File: src/rtl/smp_pkg.sv
// ----------------------------------------------------------------------------
// smp_pkg
// Shared types and codes for the sift / min-prefix reposition block.
// ----------------------------------------------------------------------------
package smp_pkg;

   localparam int OP_BITS    = 2;
   localparam int INDEX_BITS = 6;
   localparam int ID_BITS    = 16;
   localparam int CPOS_BITS  = 6;
   localparam int DIFF_BITS  = 24;
   localparam int SUM_BITS   = 30;

   typedef logic [OP_BITS-1:0]           op_type;
   typedef logic [INDEX_BITS-1:0]        index_type;
   typedef logic [ID_BITS-1:0]           node_type;
   typedef logic [CPOS_BITS-1:0]         cpos_type;
   typedef logic signed [DIFF_BITS-1:0]  diff_type;
   typedef logic signed [SUM_BITS-1:0]   sum_type;

   localparam op_type OP_LOAD = 2'd0;
   localparam op_type OP_DIFF = 2'd1;
   localparam op_type OP_READ = 2'd2;

   localparam logic KIND_READ = 1'b0;
   localparam logic KIND_SIFT = 1'b1;

   localparam sum_type SUM_MAX = {1'b0, {(SUM_BITS-1){1'b1}}};
   localparam sum_type SUM_MIN = {1'b1, {(SUM_BITS-1){1'b0}}};

   // control from the sequencer to the prefix unit
   typedef struct packed {
      logic step;
      logic clear;
   } prefix_ctl_type;

endpackage

File: src/rtl/smp_if.sv
// ----------------------------------------------------------------------------
// smp_req_if / smp_rsp_if
// Valid/ready channels for requests and results of the reposition block.
// ----------------------------------------------------------------------------
interface smp_req_if;
   logic                valid;
   logic                ready;
   smp_pkg::op_type     op;
   smp_pkg::index_type  index;
   smp_pkg::node_type   node_id;
   smp_pkg::cpos_type   current_position;
   smp_pkg::diff_type   crossing_diff;
   logic                last;

   modport source (output valid, output op, output index, output node_id,
                   output current_position, output crossing_diff, output last,
                   input ready);
   modport sink   (input valid, input op, input index, input node_id,
                   input current_position, input crossing_diff, input last,
                   output ready);
endinterface

interface smp_rsp_if;
   logic                valid;
   logic                ready;
   smp_pkg::node_type   read_node;
   smp_pkg::cpos_type   new_position;
   smp_pkg::sum_type    best_prefix;
   logic                kind;

   modport source (output valid, output read_node, output new_position,
                   output best_prefix, output kind, input ready);
   modport sink   (input valid, input read_node, input new_position,
                   input best_prefix, input kind, output ready);
endinterface

File: src/rtl/smp_order_ram.sv
// ----------------------------------------------------------------------------
// smp_order_ram
// Layer order table: one write port, one read port with registered data.
// ----------------------------------------------------------------------------
module smp_order_ram #(
   parameter int DEPTH     = 64,
   parameter int WIDTH     = 16,
   parameter int ADDR_BITS = 6
) (
   input  logic                 clock,
   input  logic                 wr_en,
   input  logic [ADDR_BITS-1:0] wr_addr,
   input  logic [WIDTH-1:0]     wr_data,
   input  logic                 rd_en,
   input  logic [ADDR_BITS-1:0] rd_addr,
   output logic [WIDTH-1:0]     rd_data
);

   logic [WIDTH-1:0] mem [DEPTH];
   logic [WIDTH-1:0] rd_data_ff;

   always_ff @(posedge clock) begin
      if (wr_en) begin
         mem[wr_addr] <= wr_data;
      end
      if (rd_en) begin
         rd_data_ff <= mem[rd_addr];
      end
   end

   assign rd_data = rd_data_ff;

endmodule

File: src/rtl/smp_prefix_unit.sv
// ----------------------------------------------------------------------------
// smp_prefix_unit
// Saturating prefix sum of the diffs with running minimum and tie-break on
// distance from the sifted node's position.
// ----------------------------------------------------------------------------
module smp_prefix_unit #(
   parameter int MAX_LAYER = 64,
   parameter int CNT_BITS  = $clog2(MAX_LAYER + 1)
) (
   input  logic                          clock,
   input  logic                          reset,
   input  smp_pkg::prefix_ctl_type       ctl,
   input  smp_pkg::cpos_type             cur_pos,
   input  smp_pkg::diff_type             diff,
   output smp_pkg::sum_type              best_sum,
   output logic [CNT_BITS-1:0]           best_next,
   output logic [CNT_BITS-1:0]           diff_count
);
   import smp_pkg::*;

   localparam int SPAN      = (MAX_LAYER > 64) ? MAX_LAYER : 64;
   localparam int DIST_BITS = $clog2(SPAN);
   localparam int CMP_BITS  = ((CNT_BITS > CPOS_BITS) ? CNT_BITS : CPOS_BITS) + 1;

   sum_type                running_ff, running_in;
   sum_type                best_ff, best_in;
   logic [CNT_BITS-1:0]    next_ff, next_in;    // winning position + 1
   logic [DIST_BITS-1:0]   dist_ff, dist_in;
   logic [CNT_BITS-1:0]    cnt_ff, cnt_in;

   logic signed [CMP_BITS-1:0] delta;
   logic signed [CMP_BITS-1:0] dist_abs;
   logic [DIST_BITS-1:0]       pos_gap;
   logic                       in_range;
   diff_type                   addend;
   logic signed [SUM_BITS:0]   sum_wide;
   sum_type                    sum_sat;
   logic                       better;

   always_comb begin
      delta    = $signed(CMP_BITS'(cnt_ff)) - $signed(CMP_BITS'(cur_pos));
      dist_abs = (delta < 0) ? -delta : delta;
      pos_gap  = DIST_BITS'(dist_abs);
      in_range = cnt_ff < CNT_BITS'(MAX_LAYER);
      addend   = (delta == '0) ? '0 : diff;
      sum_wide = (SUM_BITS+1)'(running_ff) + (SUM_BITS+1)'(addend);
      if (sum_wide[SUM_BITS] != sum_wide[SUM_BITS-1]) begin
         sum_sat = sum_wide[SUM_BITS] ? SUM_MIN : SUM_MAX;
      end else begin
         sum_sat = sum_wide[SUM_BITS-1:0];
      end
      better = (sum_sat < best_ff) || ((sum_sat == best_ff) && (pos_gap > dist_ff));

      running_in = running_ff;
      best_in    = best_ff;
      next_in    = next_ff;
      dist_in    = dist_ff;
      cnt_in     = cnt_ff;
      if (ctl.clear) begin
         running_in = '0;
         best_in    = '0;
         next_in    = '0;
         dist_in    = '0;
         cnt_in     = '0;
      end else if (ctl.step && in_range) begin
         running_in = sum_sat;
         cnt_in     = cnt_ff + CNT_BITS'(1);
         if (better) begin
            best_in = sum_sat;
            next_in = cnt_ff + CNT_BITS'(1);
            dist_in = pos_gap;
         end
      end
   end

   always_ff @(posedge clock) begin
      if (reset) begin
         running_ff <= '0;
         best_ff    <= '0;
         next_ff    <= '0;
         dist_ff    <= '0;
         cnt_ff     <= '0;
      end else begin
         running_ff <= running_in;
         best_ff    <= best_in;
         next_ff    <= next_in;
         dist_ff    <= dist_in;
         cnt_ff     <= cnt_in;
      end
   end

   assign best_sum   = best_ff;
   assign best_next  = next_ff;
   assign diff_count = cnt_ff;

endmodule

File: src/rtl/sift_min_prefix_reposition.sv
// ----------------------------------------------------------------------------
// sift_min_prefix_reposition
// Layer order table with prefix-minimum sift repositioning.
// ----------------------------------------------------------------------------
// Timing: loads and diffs leave the request side ready. A read holds the
// request side in S_RD_OUT, which registers its result. A diff marked last
// starts the move of the sifted node through the order table, which has a
// single read and a single write port: one entry shifts per cycle, so the
// request side stays busy through S_MV_START, S_MV_GRAB, S_MV_SHIFT per entry,
// S_MV_PLACE and S_DONE, or only S_MV_START and S_DONE when the node stays put.
// Both waits stretch while an earlier result is still held on rsp. The request
// side is not ready while a read or a move is in progress. The table needs no
// init pass; entries read before being loaded return arbitrary data.
module sift_min_prefix_reposition #(
   parameter int MAX_LAYER = 64,
   parameter int NODE_BITS = 16
) (
   input  logic     clock,
   input  logic     reset,
   smp_req_if.sink  req,
   smp_rsp_if.source rsp
);
   import smp_pkg::*;

   localparam int POS_BITS = (MAX_LAYER > 1) ? $clog2(MAX_LAYER) : 1;
   localparam int CNT_BITS = $clog2(MAX_LAYER + 1);
   localparam int CMP_BITS = ((CNT_BITS > CPOS_BITS) ? CNT_BITS : CPOS_BITS) + 1;

   localparam logic [2:0] S_IDLE     = 3'd0;
   localparam logic [2:0] S_RD_OUT   = 3'd1;
   localparam logic [2:0] S_MV_START = 3'd2;
   localparam logic [2:0] S_MV_GRAB  = 3'd3;
   localparam logic [2:0] S_MV_SHIFT = 3'd4;
   localparam logic [2:0] S_MV_PLACE = 3'd5;
   localparam logic [2:0] S_DONE     = 3'd6;

   logic [2:0]           state_ff, state_in;
   cpos_type             cp_ff, cp_in;
   logic                 rd_zero_ff, rd_zero_in;
   logic                 dn_ff, dn_in;          // shift direction: toward lower index
   logic [POS_BITS-1:0]  cursor_ff, cursor_in;
   logic [POS_BITS-1:0]  dst_ff, dst_in;
   logic [POS_BITS-1:0]  final_ff, final_in;
   logic [NODE_BITS-1:0] moving_ff, moving_in;
   cpos_type             newpos_ff, newpos_in;

   logic                 rsp_valid_ff, rsp_valid_in;
   node_type             read_node_ff, read_node_in;
   cpos_type             new_pos_ff, new_pos_in;
   sum_type              best_prefix_ff, best_prefix_in;
   logic                 kind_ff, kind_in;

   prefix_ctl_type       ctl;
   sum_type              best_sum;
   logic [CNT_BITS-1:0]  best_next;
   logic [CNT_BITS-1:0]  diff_count;

   logic                 wr_en, rd_en;
   logic [POS_BITS-1:0]  wr_addr, rd_addr;
   logic [NODE_BITS-1:0] wr_data, rd_data;

   logic                 req_fire;
   logic                 slot_free;
   logic                 in_table;
   logic                 move_ok, go_dn, go_up;
   logic [CMP_BITS-1:0]  cp_cmp, cnt_cmp, next_cmp;
   logic [POS_BITS-1:0]  cp_addr, step_addr, next_dst;

   smp_prefix_unit #(
      .MAX_LAYER (MAX_LAYER),
      .CNT_BITS  (CNT_BITS)
   ) u_prefix (
      .clock      (clock),
      .reset      (reset),
      .ctl        (ctl),
      .cur_pos    (req.current_position),
      .diff       (req.crossing_diff),
      .best_sum   (best_sum),
      .best_next  (best_next),
      .diff_count (diff_count)
   );

   smp_order_ram #(
      .DEPTH     (MAX_LAYER),
      .WIDTH     (NODE_BITS),
      .ADDR_BITS (POS_BITS)
   ) u_ram (
      .clock   (clock),
      .wr_en   (wr_en),
      .wr_addr (wr_addr),
      .wr_data (wr_data),
      .rd_en   (rd_en),
      .rd_addr (rd_addr),
      .rd_data (rd_data)
   );

   assign req.ready = (state_ff == S_IDLE);
   assign req_fire  = req.valid && req.ready;
   assign slot_free = !rsp_valid_ff || rsp.ready;
   assign in_table  = int'(req.index) < MAX_LAYER;

   always_comb begin
      cp_cmp    = CMP_BITS'(cp_ff);
      cnt_cmp   = CMP_BITS'(diff_count);
      next_cmp  = CMP_BITS'(best_next);
      move_ok   = cp_cmp < cnt_cmp;
      go_dn     = move_ok && (next_cmp < cp_cmp);
      go_up     = move_ok && (next_cmp > cp_cmp + CMP_BITS'(1));
      cp_addr   = POS_BITS'(cp_ff);
      step_addr = dn_ff ? POS_BITS'(1'b1) : POS_BITS'(1'b1);
      next_dst  = dn_ff ? dst_ff - step_addr : dst_ff + step_addr;
   end

   always_comb begin
      state_in       = state_ff;
      cp_in          = cp_ff;
      rd_zero_in     = rd_zero_ff;
      dn_in          = dn_ff;
      cursor_in      = cursor_ff;
      dst_in         = dst_ff;
      final_in       = final_ff;
      moving_in      = moving_ff;
      newpos_in      = newpos_ff;
      rsp_valid_in   = rsp_valid_ff && !rsp.ready;
      read_node_in   = read_node_ff;
      new_pos_in     = new_pos_ff;
      best_prefix_in = best_prefix_ff;
      kind_in        = kind_ff;
      ctl            = '0;
      wr_en          = 1'b0;
      wr_addr        = POS_BITS'(req.index);
      wr_data        = NODE_BITS'(req.node_id);
      rd_en          = 1'b0;
      rd_addr        = POS_BITS'(req.index);

      case (state_ff)
         S_IDLE: begin
            if (req_fire) begin
               case (req.op)
                  OP_LOAD: begin
                     wr_en = in_table;
                  end
                  OP_DIFF: begin
                     ctl.step = 1'b1;
                     if (req.last) begin
                        cp_in    = req.current_position;
                        state_in = S_MV_START;
                     end
                  end
                  OP_READ: begin
                     rd_en      = in_table;
                     rd_zero_in = !in_table;
                     state_in   = S_RD_OUT;
                  end
                  default: begin
                  end
               endcase
            end
         end
         S_RD_OUT: begin
            if (slot_free) begin
               rsp_valid_in   = 1'b1;
               read_node_in   = rd_zero_ff ? '0 : ID_BITS'(rd_data);
               new_pos_in     = '0;
               best_prefix_in = '0;
               kind_in        = KIND_READ;
               state_in       = S_IDLE;
            end
         end
         S_MV_START: begin
            // fetch the sifted node and set up the shift walk, or finish if it stays put
            rd_addr = cp_addr;
            dst_in  = cp_addr;
            if (go_dn) begin
               rd_en     = 1'b1;
               dn_in     = 1'b1;
               cursor_in = cp_addr - POS_BITS'(1'b1);
               final_in  = POS_BITS'(best_next);
               state_in  = S_MV_GRAB;
            end else if (go_up) begin
               rd_en     = 1'b1;
               dn_in     = 1'b0;
               cursor_in = cp_addr + POS_BITS'(1'b1);
               final_in  = POS_BITS'(best_next - CNT_BITS'(1));
               state_in  = S_MV_GRAB;
            end else begin
               newpos_in = cp_ff;
               state_in  = S_DONE;
            end
         end
         S_MV_GRAB: begin
            moving_in = rd_data;
            rd_en     = 1'b1;
            rd_addr   = cursor_ff;
            cursor_in = dn_ff ? cursor_ff - step_addr : cursor_ff + step_addr;
            state_in  = S_MV_SHIFT;
         end
         S_MV_SHIFT: begin
            // neighbor read last cycle lands in the current slot
            wr_en   = 1'b1;
            wr_addr = dst_ff;
            wr_data = rd_data;
            dst_in  = next_dst;
            rd_addr = cursor_ff;
            if (next_dst == final_ff) begin
               state_in = S_MV_PLACE;
            end else begin
               rd_en     = 1'b1;
               cursor_in = dn_ff ? cursor_ff - step_addr : cursor_ff + step_addr;
            end
         end
         S_MV_PLACE: begin
            wr_en     = 1'b1;
            wr_addr   = final_ff;
            wr_data   = moving_ff;
            newpos_in = CPOS_BITS'(final_ff);
            state_in  = S_DONE;
         end
         S_DONE: begin
            if (slot_free) begin
               rsp_valid_in   = 1'b1;
               read_node_in   = '0;
               new_pos_in     = newpos_ff;
               best_prefix_in = best_sum;
               kind_in        = KIND_SIFT;
               ctl.clear      = 1'b1;
               state_in       = S_IDLE;
            end
         end
         default: begin
            state_in = S_IDLE;
         end
      endcase
   end

   always_ff @(posedge clock) begin
      if (reset) begin
         state_ff     <= S_IDLE;
         rsp_valid_ff <= 1'b0;
      end else begin
         state_ff     <= state_in;
         rsp_valid_ff <= rsp_valid_in;
      end
   end

   always_ff @(posedge clock) begin
      cp_ff          <= cp_in;
      rd_zero_ff     <= rd_zero_in;
      dn_ff          <= dn_in;
      cursor_ff      <= cursor_in;
      dst_ff         <= dst_in;
      final_ff       <= final_in;
      moving_ff      <= moving_in;
      newpos_ff      <= newpos_in;
      read_node_ff   <= read_node_in;
      new_pos_ff     <= new_pos_in;
      best_prefix_ff <= best_prefix_in;
      kind_ff        <= kind_in;
   end

   assign rsp.valid        = rsp_valid_ff;
   assign rsp.read_node    = read_node_ff;
   assign rsp.new_position = new_pos_ff;
   assign rsp.best_prefix  = best_prefix_ff;
   assign rsp.kind         = kind_ff;

endmodule
File: src/flat_wrapper.sv
// flat-port wrapper written by rule: the top's interface ports become plain ports
module sift_min_prefix_reposition_flat import smp_pkg::*;
#(
   parameter int MAX_LAYER = 64,
   parameter int NODE_BITS = 16
)
  (clock, reset, req_valid, req_op, req_index, req_node_id, req_current_position, req_crossing_diff, req_last, req_ready, rsp_valid, rsp_read_node, rsp_new_position, rsp_best_prefix, rsp_kind, rsp_ready);
  smp_req_if req_i ();
  smp_rsp_if rsp_i ();
  input  logic clock;
  input  logic reset;
  input wire logic [$bits(req_i.valid)-1:0] req_valid;
  input wire logic [$bits(req_i.op)-1:0] req_op;
  input wire logic [$bits(req_i.index)-1:0] req_index;
  input wire logic [$bits(req_i.node_id)-1:0] req_node_id;
  input wire logic [$bits(req_i.current_position)-1:0] req_current_position;
  input wire logic [$bits(req_i.crossing_diff)-1:0] req_crossing_diff;
  input wire logic [$bits(req_i.last)-1:0] req_last;
  output wire logic [$bits(req_i.ready)-1:0] req_ready;
  output wire logic [$bits(rsp_i.valid)-1:0] rsp_valid;
  output wire logic [$bits(rsp_i.read_node)-1:0] rsp_read_node;
  output wire logic [$bits(rsp_i.new_position)-1:0] rsp_new_position;
  output wire logic [$bits(rsp_i.best_prefix)-1:0] rsp_best_prefix;
  output wire logic [$bits(rsp_i.kind)-1:0] rsp_kind;
  input wire logic [$bits(rsp_i.ready)-1:0] rsp_ready;
  assign req_i.valid = req_valid;
  assign req_i.op = req_op;
  assign req_i.index = req_index;
  assign req_i.node_id = req_node_id;
  assign req_i.current_position = req_current_position;
  assign req_i.crossing_diff = req_crossing_diff;
  assign req_i.last = req_last;
  assign req_ready = req_i.ready;
  assign rsp_valid = rsp_i.valid;
  assign rsp_read_node = rsp_i.read_node;
  assign rsp_new_position = rsp_i.new_position;
  assign rsp_best_prefix = rsp_i.best_prefix;
  assign rsp_kind = rsp_i.kind;
  assign rsp_i.ready = rsp_ready;
  sift_min_prefix_reposition #(.MAX_LAYER(MAX_LAYER), .NODE_BITS(NODE_BITS)) u_core (.clock(clock), .reset(reset), .req(req_i), .rsp(rsp_i));
endmodule
File: config.mk
export PLATFORM = sky130hd
export DESIGN_NAME = sift_min_prefix_reposition_flat
export DESIGN_NICKNAME = d
export VERILOG_FILES = /design/src/rtl/smp_pkg.sv /design/src/rtl/smp_if.sv /design/src/rtl/smp_order_ram.sv /design/src/rtl/smp_prefix_unit.sv /design/src/rtl/sift_min_prefix_reposition.sv /design/src/flat_wrapper.sv
export SDC_FILE = /design/constraint.sdc
export NUM_CORES = 2
export LEC_CHECK = 0
export BUFFER_PORTS_ARGS = -buffer_cell sky130_fd_sc_hd__buf_4
export CORE_MARGIN = 4
export CORE_UTILIZATION = 40
export DETAILED_ROUTE_END_ITERATION = 6
export SLEW_MARGIN = 20
export SYNTH_ARGS = -nofsm -noshare
export SYNTH_HDL_FRONTEND = slang
export SYNTH_SLANG_ARGS = --single-unit
File: constraint.sdc
create_clock -name clock -period 20 [get_ports clock]
set_input_delay 2 -clock clock [delete_from_list [all_inputs] [get_ports clock]]
set_output_delay 2 -clock clock [all_outputs]
set_load 0.05 [all_outputs]
==> Word-level counts from Yosys, hierarchy flattened <==
Memory sizes are Yosys's and may differ from the RTL's. A register that Yosys moved wholly into a read port is not among the register bits.
Index checks and enable logic that the tools add are counted.
{ "op_classes": {"muxes": 58, "n_reduce_logical": 29, "n_eq_ne": 22, "order_cmp": 7, "add_sub_neg": 12} }
{ "ops": {"columns": ["cell", "count"], "rows": [
  ["$mux 30", 4],
  ["$mux 6", 12],
  ["$pmux 16 s2", 2],
  ["$pmux 30 s2", 1],
  ["$pmux 6 s2", 5],
  ["$mux 16", 2],
  ["$add 30x24->31", 1],
  ["$eq 30x30->1", 1],
  ["$lt 30x30->1", 1],
  ["$mux 24", 1],
  ["$sub 6x1->6 const B", 4],
  ["$mux 1", 19],
  ["$add 6x1->6 const B", 3],
  ["$mux 3", 6],
  ["$pmux 3 s6", 1],
  ["$pmux 6 s3", 1],
  ["$eq 3x3->1 const B", 3],
  ["$reduce_and 3->1", 3],
  ["$logic_not 8->1", 1],
  ["$lt 8x1->1 const B", 1],
  ["$ne 2x1->1 const B", 4],
  ["$ne 2x2->1 const B", 4],
  ["$reduce_bool 2->1", 4],
  ["$reduce_or 2->1", 4],
  ["other kinds (29)", 40]
]} }
{ "word_totals": {"inputBits": 59, "ff_bits": 184, "out_inout_bits": 55, "ramBits": 1024, "elab_cells": 147, "memories": 1} }
{ "mem_list": {"columns": ["name", "words", "word_bits", "rd", "rd_ports_with_merged_regs", "wr", "line_no", "rtl"], "rows": [
  ["u_core.u_ram.mem", 64, 16, 1, 1, 1, "smp_order_ram.sv:19", "logic [WIDTH-1:0] mem [DEPTH];"]
]} }

==> Logic depth before layout (Yosys ltp) <==
{ "depth": {"ltp_word": 10, "ltp_mapped": 37, "ltp_nobuf": 34} }

==> Modules after synthesis <==
From an unflattened synthesis, not the netlist that was laid out.
{ "hier_totals": {"hier_cells": 3173, "area_unflattened_um2": 52341.4} }
{ "modules_own_cells": {"columns": ["mod", "seq_area_each_um2", "cells_each", "n_inst", "area_each_um2"], "rows": [
  ["smp_order_ram", 31230.0, 1829, 1, 40202.3],
  ["smp_prefix_unit", 1601.5, 825, 1, 6289.8],
  ["sift_min_prefix_reposition", 3083.0, 519, 1, 5849.4]
]} }

==> Worst setup path before layout <==
OpenSTA, ideal clock, no wires.
{ "synth_timing": {"path_kind": "input to register", "startpoint": "input req_current_position[0]", "endpoint": "register u_core.u_prefix.best_ff[12] (netlist: u_core.u_prefix.best_sum[12])", "n_path_buf": 5, "cell_stages": 35, "setup_slack_ns": 11.793, "setup_ns": 0.068, "t_arrival_ns": 8.139, "t_required_ns": 19.932, "path_cell_list": "ha_1 > inv_1 > fa_1 > a21o_1 > a21oi_1 > o21bai_1 > a21oi_1 > xnor2_1 > nand3_1 > clkbuf_1 > and2_1 > ha_1 > inv_1 > fa_1 > nand2b_1 > a21oi_1 > o21ai_1 > a31o_1 > a21oi_2 > o2bb2ai_1 > buf_2 > nand2_1 > clkbuf_1 > a21oi_1 > ha_1 > a21o_1 > a21o_1 > a21oi_1 > o2111ai_1 > a2111oi_0 > a21oi_1 > or3_1 > buf_6 > buf_6 > o2bb2ai_2"} }
{ "synth_between": {"elab_chain_len": 10, "word_cells_on_any_way": 16, "cone_classes": "3 x add/sub; 3 x order compare; 2 x eq/ne; 4 x mux; 4 x reduce/logical"} }
{ "synth_rtl": {"columns": ["element", "line_no", "rtl"], "rows": [
  ["start: declaration", "flat_wrapper.sv:16", "input wire logic [$bits(req_i.current_position)-1:0] req_current_position;"],
  ["$sub 7x6->8 *", "smp_prefix_unit.sv:41", "delta = $signed(CMP_BITS'(cnt_ff)) - $signed(CMP_BITS'(cur_pos));"],
  ["$logic_not 8->1 *", "smp_prefix_unit.sv:45", "addend = (delta == '0) ? '0 : diff;"],
  ["$mux 24 *", "smp_prefix_unit.sv:45", null],
  ["$add 30x24->31 *", "smp_prefix_unit.sv:46", "sum_wide = (SUM_BITS+1)'(running_ff) + (SUM_BITS+1)'(addend);"],
  ["$mux 30 or $ne 1x1->1 (tied branches)", "smp_prefix_unit.sv:48, smp_prefix_unit.sv:47", null],
  ["$mux 30 *", "smp_prefix_unit.sv:47", "if (sum_wide[SUM_BITS] != sum_wide[SUM_BITS-1]) begin"],
  ["net u_core.u_prefix.sum_sat[23]", "smp_prefix_unit.sv:37", "sum_type sum_sat;"],
  ["parallel branches: the longest is 2 deep, another holds $lt 30x30->1", null, null],
  ["$logic_or 1x1->1 *", "smp_prefix_unit.sv:52", "better = (sum_sat < best_ff) || ((sum_sat == best_ff) && (pos_gap > dist_ff));"],
  ["$reduce_and 2->1 (no line) *", null, null],
  ["end signal: assignment", "smp_prefix_unit.sv:85", "best_ff <= best_in;"],
  ["end: declaration", "smp_prefix_unit.sv:26", "sum_type best_ff, best_in;"]
]} }
Mark *: on every way through the listed nets, which the timed path passes.
A chain may end at the register's enable or synchronous reset.

==> Worst setup path in the final report <==
{ "layout_timing": {"startpoint": "input req_current_position[0]", "endpoint": "register u_core.u_prefix.best_ff[8] (netlist: u_core.u_prefix.best_sum[8])"} }
Same word-level chain as after synthesis.

==> impl_summary.log <==
[metrics] status: finished, violations left
[metrics] failing checks: design-rule violations
[metrics] Die Y: ~370 um
[metrics] crit-path leading delay family: compound AO/OA/AOI/OAI gates
[metrics] count of maximum capacitance violations: 0
[metrics] fin cells: around 5800
[metrics] count of nets after finishing: between 4000 and 5000
[metrics] number of buffers created by CTS: 130
[metrics] final instance area: approximately 60000 um2
[metrics] CTS Buffer Depth: 3
[metrics] vias per std cell: ~5.5
[metrics] clock tree from TritonCTS: yes
[metrics] gp weighted congestion: slightly below 0.9
[metrics] dominant synthesized flop cell: edfxtp_1
[metrics] count of unique library cells instantiated by Yosys: 75
[metrics] critical path launch point: req_current_position[0]
[metrics] count of port buffers added during placement: around 110
[metrics] HPWL after detailed placement: between 80000 and 90000 um
[metrics] number of violations reported at the end of detailed-routing iteration 0: 3300
[metrics] pwr/cell area: roughly 110 nW/um2
[metrics] Worst Min Path Start: u_core.u_prefix.dist_ff[0]
[metrics] sort of element at the start of the critical path: input pin
[metrics] relative slew slack: approximately a quarter
[metrics] level count of the clock H-tree: 4
[metrics] DP Area: between 50000 and 60000 um2
[metrics] total number of yosys warnings: 0
[metrics] delay of the slowest critical-path stage: slightly below 0.8 ns
[metrics] hold_ws: ~0.46 ns
[metrics] reg2reg start: u_core.u_prefix.diff_count[0]
[metrics] Min-Delay Path Class: flop to flop
[metrics] slack of the worst reg-to-reg path: roughly 11 ns
[metrics] share of async-settable or async-resettable flops after synthesis: 0%
[metrics] nets in the synthesized netlist: approximately 4000
[metrics] Avg Synthesized Cell Area: 13.65 um2
[metrics] FMAX: between 0.09 and 0.1 GHz
[metrics] number of rows created at floorplan: ~130
[metrics] ant diodes: 0
[metrics] DR DRC count: 2
[metrics] first-pass GRT wire length: 201100 um
[metrics] biggest fanout along the worst timing path: 35
[metrics] most common library cell in the layout ignoring fill and taps: edfxtp_1
[metrics] number of buffers added for setup after CTS: 0
[metrics] via count of the first global-routing pass: slightly above 30000
[metrics] Least-Margin Pin Slew: around 1.1 ns
[metrics] crit path time final: approximately 10 ns
[metrics] number of buffers inserted for hold repair after clock tree synthesis: 0
[metrics] cell count after synthesis: between 3000 and 4000
[metrics] most frequent cells in the layout: edfxtp_1, nand2_1, buf_4, nor2_1, nand3_1
[metrics] startpoint-to-endpoint class of the critical path: input pin to flop
[metrics] Detailed Route WL: 134900 um
[metrics] VDD IR max: approximately 78 uV
[metrics] number of resized instances in the post-cts repair step: 0
[metrics] Tcrit/Tclk final: about half
[metrics] number of synthesized flops with an enable pin: about 1100
[metrics] antenna violation net count after detailed routing: 0
[metrics] Bufs and invs on worst path: 3
[metrics] post-route setup TNS: 0 ns
[metrics] Crit path required time: 20.65 ns
[metrics] area of the core region: 129500 um2
[metrics] global-route usage over all layers: 19.50%
[metrics] number of setup violations in the final report: 0
[metrics] layout cell share with drive strength beyond 1: approximately 14%
[metrics] CP Data Arrival Time: between 10 and 15 ns
[metrics] number of placed instances, taps included: around 5600
[metrics] Avg WL per Cell: 23.23 um
[metrics] final count of pins violating max slew: 0
[metrics] sequential-to-total area share from yosys stat: around 70%
[metrics] Syn-to-layout area delta: 14.47%
[metrics] CTS Sinks: 1224
[metrics] count of final hold-check violations: 0
[metrics] RSZ-0062 raised after global routing: false
[metrics] most repeated library cell on the critical path: a21oi_1
[metrics] number of iterations in the first detailed-routing pass: 7
[metrics] via count: 31880
[metrics] post-synthesis cell type with the largest combined area: edfxtp_1
[metrics] area of the mapped netlist: between 50000 and 60000 um2
[metrics] top cells by area, synth: edfxtp_1, nand2_1, mux4_2
[metrics] horizontal extent of the die: 368.8 um
[metrics] effective utilization at floorplan: approximately 40%
[metrics] antenna violations before repair: 0
[metrics] boundary pin count: around 110
[metrics] Clock Latency Late Sink: about 0.73 ns
[metrics] clock transition time at the flip-flop clock pins of the worst setup and hold paths: 0.06 ns
[metrics] Slowest cell on crit path: or3_1
[metrics] proportion of netlist area held by the largest area contributor: between 60% and 70%
[metrics] largest net degree at the start of global routing: around 110
[metrics] setup clock skew after layout: approximately 0.023 ns
[metrics] Die Footprint: ~140000 um2
[metrics] Lkg Pwr: roughly 0.020 uW
[metrics] endpoint class of the critical path: flop
[metrics] total gr overflow: 0
[metrics] synthesis-stage register bit count: ~1200
[metrics] CTS Root Buffer Type: clkbuf_16
==> final cells by class <==
cell class | instances | area, um2
Clock inverter | 71 | 728.2
Clock buffer | 160 | 3515
Fill cell | 11420 | 69880
Inverter | 88 | 330.3
Multi-Input combinational cell | 2299 | 15220
Tap cell | 1742 | 2180
Timing Repair Buffer | 224 | 1707
Sequential cell | 1224 | 35920
==> logic make-up (layout without fill, tap and decap cells) <==
kind of cell,after synthesis,after routing,synth area share [%]
mux,168,168,5.553
flops,1224,1224,68.98
simple gates,1405,1405,11.80
buf+inv,292,543,2.444
xor+xnor,76,76,1.314
compound gates,527,527,6.928
fa+ha+maj,123,123,2.985
==> registers in the layout (all words and copies together), names as in the netlist, 7 cells and up <==
name,count
u_core.moving_ff,16
u_core.u_prefix.diff_count,7
u_core.u_prefix.running_ff,30
u_core.u_prefix.best_sum,30
u_core.rsp.read_node,16
u_core.u_prefix.best_next,7
u_core.u_ram.rd_data,16
u_core.rsp.best_prefix,30
u_core.u_ram.mem,1024
==> synthesized netlist by cell type (9+ instances only) <==
library cell  count
a211oi_1         16
a21o_1           24
a21oi_1         124
a22o_1           19
a31o_1           17
a31oi_1          86
and2_1           44
and3_1           43
buf_1            18
buf_2            70
buf_4            19
clkbuf_1         93
dfxtp_1          84
edfxtp_1       1140
ha_1            109
inv_1            87
maj3_1            9
mux2i_1          65
mux4_2           96
nand2_1         749
nand2b_1         17
nand3_1         200
nand4_1          44
nor2_1          220
nor2b_1          18
nor3_1           14
nor4_1           20
o2111ai_1        50
o211ai_1         21
o21a_1           15
o21ai_0          72
o21bai_1         10
o22ai_1          17
o2bb2ai_2        10
xnor2_1          53
xor2_1           22
==> power breakdown <==
part	internal [uW]	switching, uW
clock	1410	997
combinational	357	827
sequential	2910	29.3
total	4680	1850
==> tightest hold or removal path: cells and delay by family (launching register included) <==
| kind | cells | cell delay, ns |
|---|---|---|
| DFF | 1 | 0.32 |
| and+or+nand+nor | 1 | 0.05 |
| AOI/OAI and AO/OA | 1 | 0.05 |
==> per-layer routing <==
layer / up-vias / global-route usage [%] / wire (um)
li1: 14570 / - / -
met1: 16060 / 27.75 / 59350
met5: - / 0 / 0
met3: 168 / 3.031 / 8504
met4: 0 / 5.548 / 3325
met2: 1076 / 31.20 / 63760
==> worst paths after layout <==
kind | to | cells after the start
max | u_core.u_prefix.best_sum[8] | 31
min | u_core.u_prefix.dist_ff[0] | 2
max reg2reg | u_core.u_prefix.best_sum[8] | 31
min reg2reg | u_core.u_prefix.dist_ff[0] | 2
==> per-stage QoR <==
step	power (uW)	utilization [%]	worst slack [ns]
floorplan	3755	-	11.79
global placement	4178	42.75	9.146
detailed placement	4185	42.75	8.969
CTS	6589	46.02	9.668
global route	6782	46.03	9.377
finish	6531	46.03	9.905
Power figures use the tool's default switching activity.
